**config.mk**
```make
export PLATFORM = sky130hd
export DESIGN_NAME = sync_xor_frame_deframer_unit
export DESIGN_NICKNAME = d
export VERILOG_FILES = /design/src/hdl/sxfd_pkg.sv /design/src/hdl/sync_xor_frame_deframer_unit.sv
export VERILOG_INCLUDE_DIRS = /design/src /design/src/hdl
export SDC_FILE = /design/constraint.sdc
export NUM_CORES = 1
export LEC_CHECK = 0
export BUFFER_PORTS_ARGS = -buffer_cell sky130_fd_sc_hd__buf_2
export CORE_MARGIN = 1.5
export CORE_UTILIZATION = 40
export CTS_BUF_LIST = sky130_fd_sc_hd__clkbuf_4 sky130_fd_sc_hd__clkbuf_8
export CTS_CLUSTER_SIZE = 10
export DETAILED_ROUTE_END_ITERATION = 8
export MAX_ROUTING_LAYER = met4
export PLACE_DENSITY = 0.67
export SETUP_SLACK_MARGIN = 0.05
export SLEW_MARGIN = 10
export SYNTH_ARGS = -nofsm -noshare
export SYNTH_HDL_FRONTEND = slang
export SYNTH_SLANG_ARGS = --single-unit
```
**constraint.sdc**
```tcl
create_clock -name clk -period 4.7 [get_ports clk]
set_clock_uncertainty 0.1 [all_clocks]
set_input_delay 0.47 -clock clk [delete_from_list [all_inputs] [get_ports clk]]
set_output_delay 0.47 -clock clk [all_outputs]
set_load 0.005 [all_outputs]
```
**src/hdl/assert_macros.svh**
```systemverilog
// ----------------------------------------------------------------------------
// assert_macros.svh
// clocked assertion helpers used by the rtl
// ----------------------------------------------------------------------------
`ifndef ASSERT_MACROS_SVH
`define ASSERT_MACROS_SVH

// property checked at every rising clk edge outside reset
`define SXFD_ASSERT(label, prop, msg) \
    label: assert property (@(posedge clk) disable iff (!rst_n) (prop)) \
        else $error(msg);

// implication checked at every rising clk edge outside reset
`define SXFD_ASSERT_IMP(label, ante, cons, msg) \
    label: assert property (@(posedge clk) disable iff (!rst_n) (ante) |-> (cons)) \
        else $error(msg);

`endif

```
**src/hdl/sxfd_pkg.sv**
```systemverilog
// ----------------------------------------------------------------------------
// sxfd_pkg
// constants, codes and helpers of the sync byte deframer
// ----------------------------------------------------------------------------
`default_nettype none

package sxfd_pkg;

    localparam int unsigned FRAME_LEN = 8;
    localparam int unsigned POS_W     = $clog2(FRAME_LEN);
    localparam logic [POS_W-1:0] LAST_POS = POS_W'(FRAME_LEN - 1);

    typedef logic [7:0]       byte_t;
    typedef logic [POS_W-1:0] pos_t;
    typedef logic [1:0]       kind_t;
    typedef logic [1:0]       cfg_idx_t;

    localparam kind_t KIND_BALL        = 2'd0;
    localparam kind_t KIND_FIRST_GOAL  = 2'd1;
    localparam kind_t KIND_SECOND_GOAL = 2'd2;
    localparam kind_t KIND_NONE        = 2'd3;

    localparam cfg_idx_t REG_BALL_SYNC        = 2'd0;
    localparam cfg_idx_t REG_FIRST_GOAL_SYNC  = 2'd1;
    localparam cfg_idx_t REG_SECOND_GOAL_SYNC = 2'd2;

    localparam byte_t BALL_SYNC_RST        = 8'd65;
    localparam byte_t FIRST_GOAL_SYNC_RST  = 8'd66;
    localparam byte_t SECOND_GOAL_SYNC_RST = 8'd67;

    localparam logic STATUS_GOOD     = 1'b0;
    localparam logic STATUS_MISMATCH = 1'b1;

    // ball wins over first goal, first goal over second goal
    function automatic kind_t kind_of(input byte_t b, input byte_t ball,
                                      input byte_t goal1, input byte_t goal2);
        kind_t k;
        priority if (b == ball)  k = KIND_BALL;
        else if (b == goal1)     k = KIND_FIRST_GOAL;
        else if (b == goal2)     k = KIND_SECOND_GOAL;
        else                     k = KIND_NONE;
        return k;
    endfunction

endpackage

`default_nettype wire

```
**src/hdl/sync_xor_frame_deframer_unit.sv**
```systemverilog
// ----------------------------------------------------------------------------
// sync_xor_frame_deframer_unit
// serial byte deframer: sync hunt, 8-byte frame, xor checksum, field decode
// ----------------------------------------------------------------------------
// usage:
//   s_axis carries one received byte per item in tdata[7:0]
//   cfg writes the three sync bytes (index 0 ball, 1 first goal, 2 second
//   goal); cfg_ready is always high, write only while the block is idle
//   m_axis gives one decoded item per complete frame whose byte zero still
//   matches a sync register; frames that match none are dropped
//   an item is taken into an input register on acceptance and processed
//   once the output register is empty or being read; the decoded item is
//   in the output register at the edge after its checksum byte is processed
//   throughput is one byte per cycle while m_axis does not stall, set by
//   the single input register feeding the frame state and the output register
//   when m_axis stalls with a result held, the input register keeps its
//   byte and s_axis_tready drops once that register is full
//   reset puts the block back to hunting, clears both valid flags and loads
//   the sync registers with 65, 66 and 67
`default_nettype none

`include "assert_macros.svh"

module sync_xor_frame_deframer_unit
    import sxfd_pkg::*;
(
    input  wire logic        clk,
    input  wire logic        rst_n,

    input  wire logic        s_axis_tvalid,
    output logic             s_axis_tready,
    input  wire logic [7:0]  s_axis_tdata,   // rx_byte

    output logic             m_axis_tvalid,
    input  wire logic        m_axis_tready,
    output logic [47:0]      m_axis_tdata,   // target_detected, angle_centideg,
                                             // distance_value, size_value, zero pad
    output logic [2:0]       m_axis_tuser,   // frame_status, frame_kind

    input  wire logic        cfg_valid,
    output logic             cfg_ready,
    input  wire logic [1:0]  cfg_index,
    input  wire logic [7:0]  cfg_data
);

    byte_t ball_sync_reg;
    byte_t goal1_sync_reg;
    byte_t goal2_sync_reg;

    logic  in_valid_reg;
    byte_t in_byte_reg;

    logic  in_frame_reg, in_frame_next;
    pos_t  pos_reg, pos_next;
    byte_t xor_reg, xor_next;
    byte_t frame_bytes_reg [0:FRAME_LEN-2];

    logic               out_valid_reg, out_valid_next;
    logic               out_status_reg;
    kind_t              out_kind_reg;
    logic               out_target_reg;
    logic signed [15:0] out_angle_reg;
    logic [15:0]        out_dist_reg;
    byte_t              out_size_reg;

    logic  advance;
    logic  accept;
    logic  byte_wr;
    pos_t  byte_idx;
    logic  load_out;
    kind_t kind_in;
    kind_t kind_hdr;

    assign cfg_ready = 1'b1;

    assign advance       = in_valid_reg && (!out_valid_reg || m_axis_tready);
    assign s_axis_tready = !in_valid_reg || advance;
    assign accept        = s_axis_tvalid && s_axis_tready;

    assign kind_in  = kind_of(in_byte_reg, ball_sync_reg, goal1_sync_reg, goal2_sync_reg);
    assign kind_hdr = kind_of(frame_bytes_reg[0], ball_sync_reg, goal1_sync_reg,
                              goal2_sync_reg);

    always_comb
    begin
        in_frame_next = in_frame_reg;
        pos_next      = pos_reg;
        xor_next      = xor_reg;
        byte_wr       = 1'b0;
        byte_idx      = pos_reg;
        load_out      = 1'b0;
        if (advance)
        begin
            if (!in_frame_reg)
            begin
                if (kind_in != KIND_NONE)
                begin
                    byte_wr       = 1'b1;
                    byte_idx      = '0;
                    xor_next      = in_byte_reg;
                    pos_next      = pos_t'(1);
                    in_frame_next = 1'b1;
                end
            end
            else if (pos_reg != LAST_POS)
            begin
                byte_wr  = 1'b1;
                xor_next = xor_reg ^ in_byte_reg;
                pos_next = pos_reg + pos_t'(1);
            end
            else
            begin
                in_frame_next = 1'b0;
                pos_next      = '0;
                xor_next      = '0;
                load_out      = (kind_hdr != KIND_NONE);
            end
        end
    end

    always_comb
    begin
        if (load_out)
            out_valid_next = 1'b1;
        else if (m_axis_tready)
            out_valid_next = 1'b0;
        else
            out_valid_next = out_valid_reg;
    end

    always_ff @(posedge clk or negedge rst_n)
    begin
        if (!rst_n)
        begin
            ball_sync_reg  <= BALL_SYNC_RST;
            goal1_sync_reg <= FIRST_GOAL_SYNC_RST;
            goal2_sync_reg <= SECOND_GOAL_SYNC_RST;
            in_valid_reg   <= 1'b0;
            in_frame_reg   <= 1'b0;
            pos_reg        <= '0;
            xor_reg        <= '0;
            out_valid_reg  <= 1'b0;
        end
        else
        begin
            if (cfg_valid && cfg_ready)
            begin
                unique case (cfg_index)
                    REG_BALL_SYNC:        ball_sync_reg  <= cfg_data;
                    REG_FIRST_GOAL_SYNC:  goal1_sync_reg <= cfg_data;
                    REG_SECOND_GOAL_SYNC: goal2_sync_reg <= cfg_data;
                    default:              ;
                endcase
            end
            if (accept)
                in_valid_reg <= 1'b1;
            else if (advance)
                in_valid_reg <= 1'b0;
            in_frame_reg  <= in_frame_next;
            pos_reg       <= pos_next;
            xor_reg       <= xor_next;
            out_valid_reg <= out_valid_next;
        end
    end

    always_ff @(posedge clk)
    begin
        if (accept)
            in_byte_reg <= s_axis_tdata;
        if (byte_wr)
            frame_bytes_reg[byte_idx] <= in_byte_reg;
        if (load_out)
        begin
            out_status_reg <= (xor_reg == in_byte_reg) ? STATUS_GOOD : STATUS_MISMATCH;
            out_kind_reg   <= kind_hdr;
            out_target_reg <= (frame_bytes_reg[1] != 8'd0);
            out_angle_reg  <= {frame_bytes_reg[2], frame_bytes_reg[3]};
            out_dist_reg   <= {frame_bytes_reg[4], frame_bytes_reg[5]};
            out_size_reg   <= frame_bytes_reg[6];
        end
    end

    assign m_axis_tvalid = out_valid_reg;
    assign m_axis_tuser  = {out_kind_reg, out_status_reg};
    assign m_axis_tdata  = {7'd0, out_size_reg, out_dist_reg, out_angle_reg,
                            out_target_reg};

    `SXFD_ASSERT(a_pos_in_frame, in_frame_reg == (pos_reg != '0), "position out of step with frame flag")
    `SXFD_ASSERT_IMP(a_out_from_checksum, $rose(out_valid_reg), $past(in_frame_reg) && ($past(pos_reg) == LAST_POS), "result without checksum byte")
    `SXFD_ASSERT_IMP(a_out_kind_valid, out_valid_reg, out_kind_reg != KIND_NONE, "result with no matching kind")
    `SXFD_ASSERT_IMP(a_xor_cleared, $fell(in_frame_reg), xor_reg == '0, "checksum not cleared after frame")

endmodule

`default_nettype wire
```
[Word level (Yosys, flattened, before mapping)]
Memories as Yosys holds them, arrays and structs flattened. A register that Yosys moved wholly into a read port is not among the register bits.
Index checks and enable logic that the tools add are counted.
Operators by class
  add/sub/neg operators: 1
  multiply operators: 0
  divide/modulo/power cells: 0
  $lt $le $gt $ge: 0
  equality and inequality tests: 12
  shift operators: 0
  mux-type cells: 29
  bitwise operators: 1
  reductions and logical operators: 15
Operator list (number)
  equality test 8 bit: 7
  two-way mux 8 bit: 3
  two-way mux 3 bit: 6
  two-way mux 1 bit: 16
  two-way mux 2 bit: 4
  AND reduction 2 bit: 4
  nonzero test 8 bit: 1
  XOR 8 bit: 1
  nonzero test 2 bit: 3
  inequality test 2 bit (second input constant): 2
  adder 3 x 1 -> 3 bit (second input constant): 1
  inequality test 3 bit (second input constant): 1
  equality test 2 x 1 -> 1 bit (second input constant): 1
  equality test 2 bit (second input constant): 1
  logical AND 1 bit: 2
  logical NOT 1 bit: 2
  logical NOT 2 bit: 1
  logical OR 1 bit: 2
Storage, ports and cells
  flip-flop bits (word level): 50
  bits in latches: 0
  memory bits (writable): 56
  ROM bits: 0
  input bits: 23
  output and inout bits: 54
  logic and storage cells: 71
  memories: 1
Memories
  frame_bytes_reg: words 7, bits a word 8, read ports 7, clocked after Yosys merged registers in 5, write ports 1, line sync_xor_frame_deframer_unit.sv:56  | byte_t frame_bytes_reg [0:FRAME_LEN-2];

[Longest topological paths before layout]
Gate-level depths: netlist of the first run.
  depth after elaboration: 10
  depth in mapped cells: 10
  mapped depth without buffers: 7

[Least setup slack after synthesis of the first run]
No wires, ideal clock.
  kind: register to register
  start point: register goal1_sync_reg[6]
  end point: register out_angle_reg[9] (netlist: m_axis_tdata[10]), read port of frame_bytes_reg, enable pin
  setup time: 0.473 ns
  arrival: 3.517 ns
  data required time: 4.127 ns
  setup slack: 0.610 ns
  stages on the path, launching flop included: 5
  buffers on the path: 0
  period minus slack after synthesis: 4.090 ns
  cell sequence: dfstp_2 > xor2_1 > nor4_1 > nand2_1 > a31oi_1
On the way
  word-level cells in the longest chain between the ends: 7
Ends and longest elaborated chain
  from (decl): line sync_xor_frame_deframer_unit.sv:47  | byte_t goal1_sync_reg;
  from (signal assigned): line sync_xor_frame_deframer_unit.sv:150  | REG_FIRST_GOAL_SYNC: goal1_sync_reg <= cfg_data;
  equality test 8 bit: line sxfd_pkg.sv:39  | else if (b == goal1) k = KIND_FIRST_GOAL;
  two-way mux 2 bit: line sxfd_pkg.sv:39
  two-way mux 2 bit: line sxfd_pkg.sv:38  | priority if (b == ball) k = KIND_BALL;
  inequality test 2 bit: line sync_xor_frame_deframer_unit.sv:116  | load_out = (kind_hdr != KIND_NONE);
  two-way mux 1 bit: line sync_xor_frame_deframer_unit.sv:105  | else if (pos_reg != LAST_POS)
  two-way mux 1 bit: line sync_xor_frame_deframer_unit.sv:94  | if (!in_frame_reg)
  two-way mux 1 bit: line sync_xor_frame_deframer_unit.sv:92  | if (advance)
  named net load_out: line sync_xor_frame_deframer_unit.sv:70  | logic load_out;
  to (decl): line sync_xor_frame_deframer_unit.sv:62  | logic signed [15:0] out_angle_reg;
The timed path passes the listed nets, and every way through them passes these cells.
A chain may end at the register's enable or synchronous reset.

[Worst setup path in the final report of the first run]
  start point: register pos_reg[0]
  end point: memory frame_bytes_reg[3][0] (netlist bit), enable pin
On the way
  word-level cells in the longest chain between the ends: 6
  elaborated cells on any way between the ends: 9
  classes of those cells: eq/ne (1); mux (8)
Ends and longest elaborated chain
  from (decl): line sync_xor_frame_deframer_unit.sv:54  | pos_t pos_reg, pos_next;
  from (signal assigned): line sync_xor_frame_deframer_unit.sv:160  | pos_reg <= pos_next;
  inequality test 3 bit: line sync_xor_frame_deframer_unit.sv:105
  two-way mux 1 bit: line sync_xor_frame_deframer_unit.sv:105
  two-way mux 1 bit: line sync_xor_frame_deframer_unit.sv:94
  two-way mux 1 bit: line sync_xor_frame_deframer_unit.sv:92
  two-way mux 1 bit: line sync_xor_frame_deframer_unit.sv:170  | if (byte_wr)
  two-way mux 1 bit (not written as such): line sync_xor_frame_deframer_unit.sv:171  | frame_bytes_reg[byte_idx] <= in_byte_reg;
  to (decl): line sync_xor_frame_deframer_unit.sv:56
Parallel ways exist; a longest one is shown, timed or not.

==> results of run 1 <==
-- placed cells by master (no fill, tap or decap), types with 2 or more instances in the layout --
cell type and count:
nand3b_1 2, dfstp_2 7, clkinv_4 2, buf_4 2, nand2b_1 3, nand4_1 6, o21ai_0 8, a32o_1 2
o311ai_1 8, nor3_1 2, mux2_1 8, nand3_1 10, ha_1 2, buf_2 68, dfrtp_1 31, and2_1 3
xnor2_1 24, clkbuf_4 4, inv_6 2, clkinvlp_4 5, clkbuf_8 17, and3_1 2, nor2_1 21, or4b_2 8
edfxtp_1 108, nand2_1 11, a21oi_1 2, nor4_1 10, xor2_1 32, o21ai_1 11, conb_1 8, mux2_2 16
-- cell families after synthesis --
kind of cell               after synthesis
DFF                                    146
and+or+nand+nor                         84
xor gates and xnor gates                56
AOI/OAI and AO/OA                       36
buffers and inverters                   26
muxes                                   24
adders and majority gates                2
other                                    2
-- area by class of cell --
type                    instances  area [µm²]  share of cell area [%]
multi-input cells             210        1550                    23.1
repair buffers                 70         355                    5.29
clock inverters                11         108                    1.60
clock buffers                  21         264                    3.93
well taps                     184         230                    3.43
flip-flops and latches        146        4200                    62.6
inverters                       1        3.75                  0.0559
-- synth_stat cells (2+ instances only) --
cell	count
edfxtp_1	108
and2_1	3
nand2b_1	3
a32o_1	2
xnor2_1	24
ha_1	2
and3_1	2
buf_2	3
nor4_1	10
conb_1	2
nand3_1	10
mux2_2	16
or4b_2	8
o21ai_1	11
nor3_1	2
mux2_1	8
buf_4	18
o21ai_0	8
nand2_1	11
a31oi_1	2
dfstp_2	7
nand3b_1	2
nor2_1	21
nand4_1	6
o311ai_1	8
a21oi_1	2
dfrtp_1	31
buf_6	3
xor2_1	32
-- power breakdown --
part           internal, mW  total (mW)  switching, mW
Clock                 0.444       0.902          0.457
Sequential             1.56        1.75          0.192
Combinational         0.216       0.442          0.227
-- per-layer routing --
metal	GRT usage, %	vias up	wire length, µm
met5	-	-	0
met4	7.57	0	248
li1	-	1515	-
met3	4.42	19	488
met2	24.0	98	5500
met1	17.7	1676	4540
-- worst min path at each step --
stage / startpoint / endpoint / cells past startpoint
3_3_place_gp: frame_bytes_reg[5][2] / m_axis_tdata[19] / 0
4_1_cts: rst_n / xor_reg[7] / 1
5_1_grt: s_axis_tdata[4] / in_byte_reg[4] / 1
6_report: rst_n / goal1_sync_reg[7] / 1
3_5_place_dp: frame_bytes_reg[5][6] / m_axis_tdata[23] / 0
2_1_floorplan: rst_n / ball_sync_reg[1] / 0
-- critical path: cells and delay by family (launching register included) --
kind | cells | cell delay [ps]
DFF | 1 | 470
adders and majority gates | 2 | 450
and+or+nand+nor | 3 | 1900
==> impl_metrics.toml, run 1 <==
[critical_path]
cp.required_ps = 4660
r2r_slack_ps = 1390
cp-end-kind = "flop"
crit_path_end = "frame_bytes_reg[3][0]"
crit_top_cell = "ha_1"
crit_path_max_incr_delay_ps = 900
r2r_start = "pos_reg[0]"
crit_chain = "ha_1 -> ha_1 -> nand2b_1 -> or3b_1 -> nor3_1"
rr_endpoint = "frame_bytes_reg[3][0]"
cp-start-kind = "flop"
cp_slowest_cell = "nor3_1"
arrival_ps = 3270
reg2regPathDepth = 5
path_class = "flop to flop"
cp_max_fo = 19
startpoint = "pos_reg[0]"

[cells_and_area]
layout.nets = 471
diodes = 0
largest_register_ffs = 56
num-fill-cells = 1224
area_growth_pct = 13.7
stdcell_count = 643
drive_gt1_share_pct = 30.1
stdcell_area_um2 = 6710
final_core_util_pct = 46.4

[synth]
synth-simple-area-share_pct = 8.16
yosys.area_share.adder_pct = 0.424
synth-compound-area-share_pct = 3.98
synth_xor_area_share_pct = 8.31
synth_area_um2 = 5900
synth-seq-area-share_pct = 71.2
synth_top_flop_cell = "edfxtp_1"
avgSynthCellArea_um2 = 15.7
netlist_instances = 376
synth_top_family_by_area = "XOR/XNOR gates"
synthArstFlopShare_pct = 26.0
yosysUniqueCellTypes = 40
synth-edff-count = 108
ys_warn_count = 0
synth_seq_cells = 146
yosys-top-cells-area = "edfxtp_1 (55%), dfrtp_1 (13%), xor2_1 (4.7%)"
synth_top_area_share_pct = 54.9
synth_top_cell_by_area = "edfxtp_1"
synth.area.mux_share_pct = 4.58

[grt]
grt_overflow = 0
grt_pass1_wl_mm = 17.6
grt_pass1_vias = 3380
grt_max_degree = 44
track_usage_pct = 15.1
antenna_found_initial = 0

[pwr]
p_per_area_nw_per_um2 = 461
power.total_mw = 3.09
leakagePower_nw = 2.44
ir_drop_uv = 191

[cts]
clock_sinks = 146
cts.repair.resized = 0
cts_tree = "done"
cts_max_level = 4
cts-root-buf = "clkbuf_8"
cts_hold_buf = 0
clk_pin_slew_ps = 80
cts_made_buffers = 17
postCtsSetupBuffers = 0
cts_buffer_depth = 2
worstSkewPairLatency_ps = 440

[outcome]
status = "completed"

[die]
die_w_um = 124
start_util_pct = 40.8
ios = 77
die-area_um2 = 15500
die_y_um = 124
core.rowCount = 44
core_area_um2 = 14500

[placed_design]
detailed_place_hpwl_mm = 7.23
place_ws_ps = 1430
portBuffers = 68
dp_cells = 611
place_congestion = 0.831
place_area_um2 = 6340

[detailed_routing]
drc = 0
finalWirelength_mm = 10.8
wl_per_cell_um = 16.8
vias = 3308
ant_nets = 0
viasPerCell = 5.14
initialDrtViolationCount = 232
dr.pass1.iters = 5

[timing]
relSlewSlack_pct = 20.9
setup_violations = 0
hold_ws_ps = 45.0
tns_ps = 0
rsz0062_at_grt = "no"
fin_crit_ps = 3310
fin_ws_ps = 1390
fmaxAchievable_mhz = 302
report.final.slew_viol_count = 0
hold_viol_final = 0
post-route-period-util_pct = 70.4
worstMarginPinSlew_ps = 1180

[min_path]
hold_class = "input pin to async pin"

[job]
cap_viol_max_count = 0
(Power assumes the default switching activity.)
==> inputs of run 2 (changes only) <==
- PLACE_DENSITY: 0.67 -> 0.69
- clock period: 4.7 -> 2.7 ns (I/O delays scaled with it)
==> run 2 against run 1 <==
Net effect:
- clock-buffer cell count decreased by 3
- total power increased by 79%
- final area increased by 5.2%
- routed wire length grew 8.6%
- register-to-register slack worse by 1100 ps
- combinational power up 120%
- setup slack worse by 1100 ps
- critical path type unchanged
- critical endpoint is now frame_bytes_reg[6][4]
- highest routed layer unchanged
==> impl_metrics.toml, run 2 (synthesis results as in run 1) <==
[cts]
cts_max_level = 4
worstSkewPairLatency_ps = 440
cts_tree = "done"
cts_made_buffers = 17
clk_pin_slew_ps = 100
cts-root-buf = "clkbuf_8"
cts_buffer_depth = 2
clock_sinks = 146
postCtsSetupBuffers = 0

[cells_and_area]
diodes = 0
final_core_util_pct = 48.8
layout.nets = 507
area_growth_pct = 19.6
final_cell_mix = "edfxtp_1 (108), buf_2 (68), xor2_1 (32)"
drive_gt1_share_pct = 31.7
largest_register_ffs = 56
num-fill-cells = 1221
layout_commonest_cell = "edfxtp_1"

[pwr]
ir_drop_uv = 311
leakagePower_nw = 2.62
p_per_area_nw_per_um2 = 786

[grt]
grt_pass1_vias = 3437
grt_overflow = 0
antenna_found_initial = 0
grt_max_degree = 44
grt_pass1_wl_mm = 18.6
track_usage_pct = 16.3

[critical_path]
path_class = "flop to flop"
cp-end-kind = "flop"
cp_max_fo = 8
cp-start-kind = "flop"
arrival_ps = 2430
cp.required_ps = 2700

[detailed_routing]
ant_nets = 0
maxUsedRoutingLayer = "met4"
drc = 0
wl_met2_mm = 6.16
m1WireLength_mm = 4.68
vias = 3382
initialDrtViolationCount = 240
dr.pass1.iters = 4
met3_length_um = 717
finalWirelength_mm = 11.7
viasPerCell = 4.98
wl_per_cell_um = 17.2

[die]
core.rowCount = 44
die-area_um2 = 15500
start_util_pct = 40.8
die_w_um = 124
ios = 77
core_area_um2 = 14500
die_y_um = 124

[min_path]
hold_class = "input pin to flop"

[timing]
rsz0062_at_grt = "no"
fmaxAchievable_mhz = 413
relSlewSlack_pct = 39.5
fin_ws_ps = 277
report.final.slew_viol_count = 0
worstMarginPinSlew_ps = 908
post-route-period-util_pct = 89.7
setup_violations = 0
hold_viol_final = 0
fin_crit_ps = 2420
tns_ps = 0

[outcome]
status = "completed"

[placed_design]
place_ws_ps = 297
detailed_place_hpwl_mm = 8.10
portBuffers = 68
place_congestion = 0.925

[job]
cap_viol_max_count = 0
[run 2: cell count changes in the layout (fill, tap and decap cells not counted)]
cell           previous run  this run
nor4b_4                   0         1
nor3_2                    0         1
buf_12                    0         1
inv_8                     0         7
clkbuf_4                  4         1
buf_4                     2        19
inv_6                     2         3
nor3_1                    2         1
clkinv_2                  1         0
clkinv_4                  2         1
bufinv_16                 1         0
clkinvlp_4                5         3
nor4b_2                   1         0
dlygate4sd3_1             0        18
[run 2: per-stage QoR]
step	cell area [µm²]	power [mW]	hold WS [ps]	std cells
finish	7060	5.55	85.0	679
global route	7060	5.82	104	679
CTS	7060	5.59	43.4	679
detailed placement	6500	3.96	305	629
global placement	6500	3.91	307	629
floorplan	5960	3.66	-126	382
[run 2: worst paths after layout]
| check | startpoint | end | slack (ps) | cells past startpoint |
|---|---|---|---|---|
| worst min-delay path | m_axis_tready | in_valid_reg | 80 | 4 |
| min in group asynchronous | rst_n | ball_sync_reg[7] | 390 | 2 |
| worst max-delay path | pos_reg[0] | frame_bytes_reg[6][4] | 280 | 6 |
| worst max register to register | pos_reg[0] | frame_bytes_reg[6][4] | 280 | 6 |
| worst min register to register | frame_bytes_reg[6][6] | m_axis_tdata[39] | 310 | 0 |
| max in group asynchronous | rst_n | xor_reg[0] | 1530 | 2 |
[run 2: report_power, final]
| group | internal (mW) | total [mW] | switching [mW] |
|---|---|---|---|
| registers | 2.70 | 2.95 | 0.245 |
| logic | 0.466 | 0.985 | 0.519 |
| clock network | 0.697 | 1.61 | 0.917 |
[run 2: per-layer routing]
metal  up-vias  track usage (%)
li1       1591                -
met1      1672             18.7
met2       111             27.7
met3         8             4.12
met4         0             5.81
met5         -                -
[run 2: final cells by class]
type                    instances  area (µm²)  share of cell area, %
clock inverters                14         136                   1.93
inverters                       1        3.75                 0.0532
clock buffers                  18         241                   3.42
well taps                     184         230                   3.26
multi-input cells             210        1560                   22.1
repair buffers                106         683                   9.68
flip-flops and latches        146        4200                   59.5
[run 2: repair_timing]
| action | in CTS | in global routing |
|---|---|---|
| resized for setup | 0 | 0 |
| hold endpoints to repair | 64 | 0 |
| hold buffers | 18 | 0 |
[run 2: critical path: stages, from the launching register on]
cell and delay (ps):
dfrtp_1 390, ha_1 200, ha_1 190, nand2b_1 150, or3b_1 460, nor2_1 200
and3_1 390
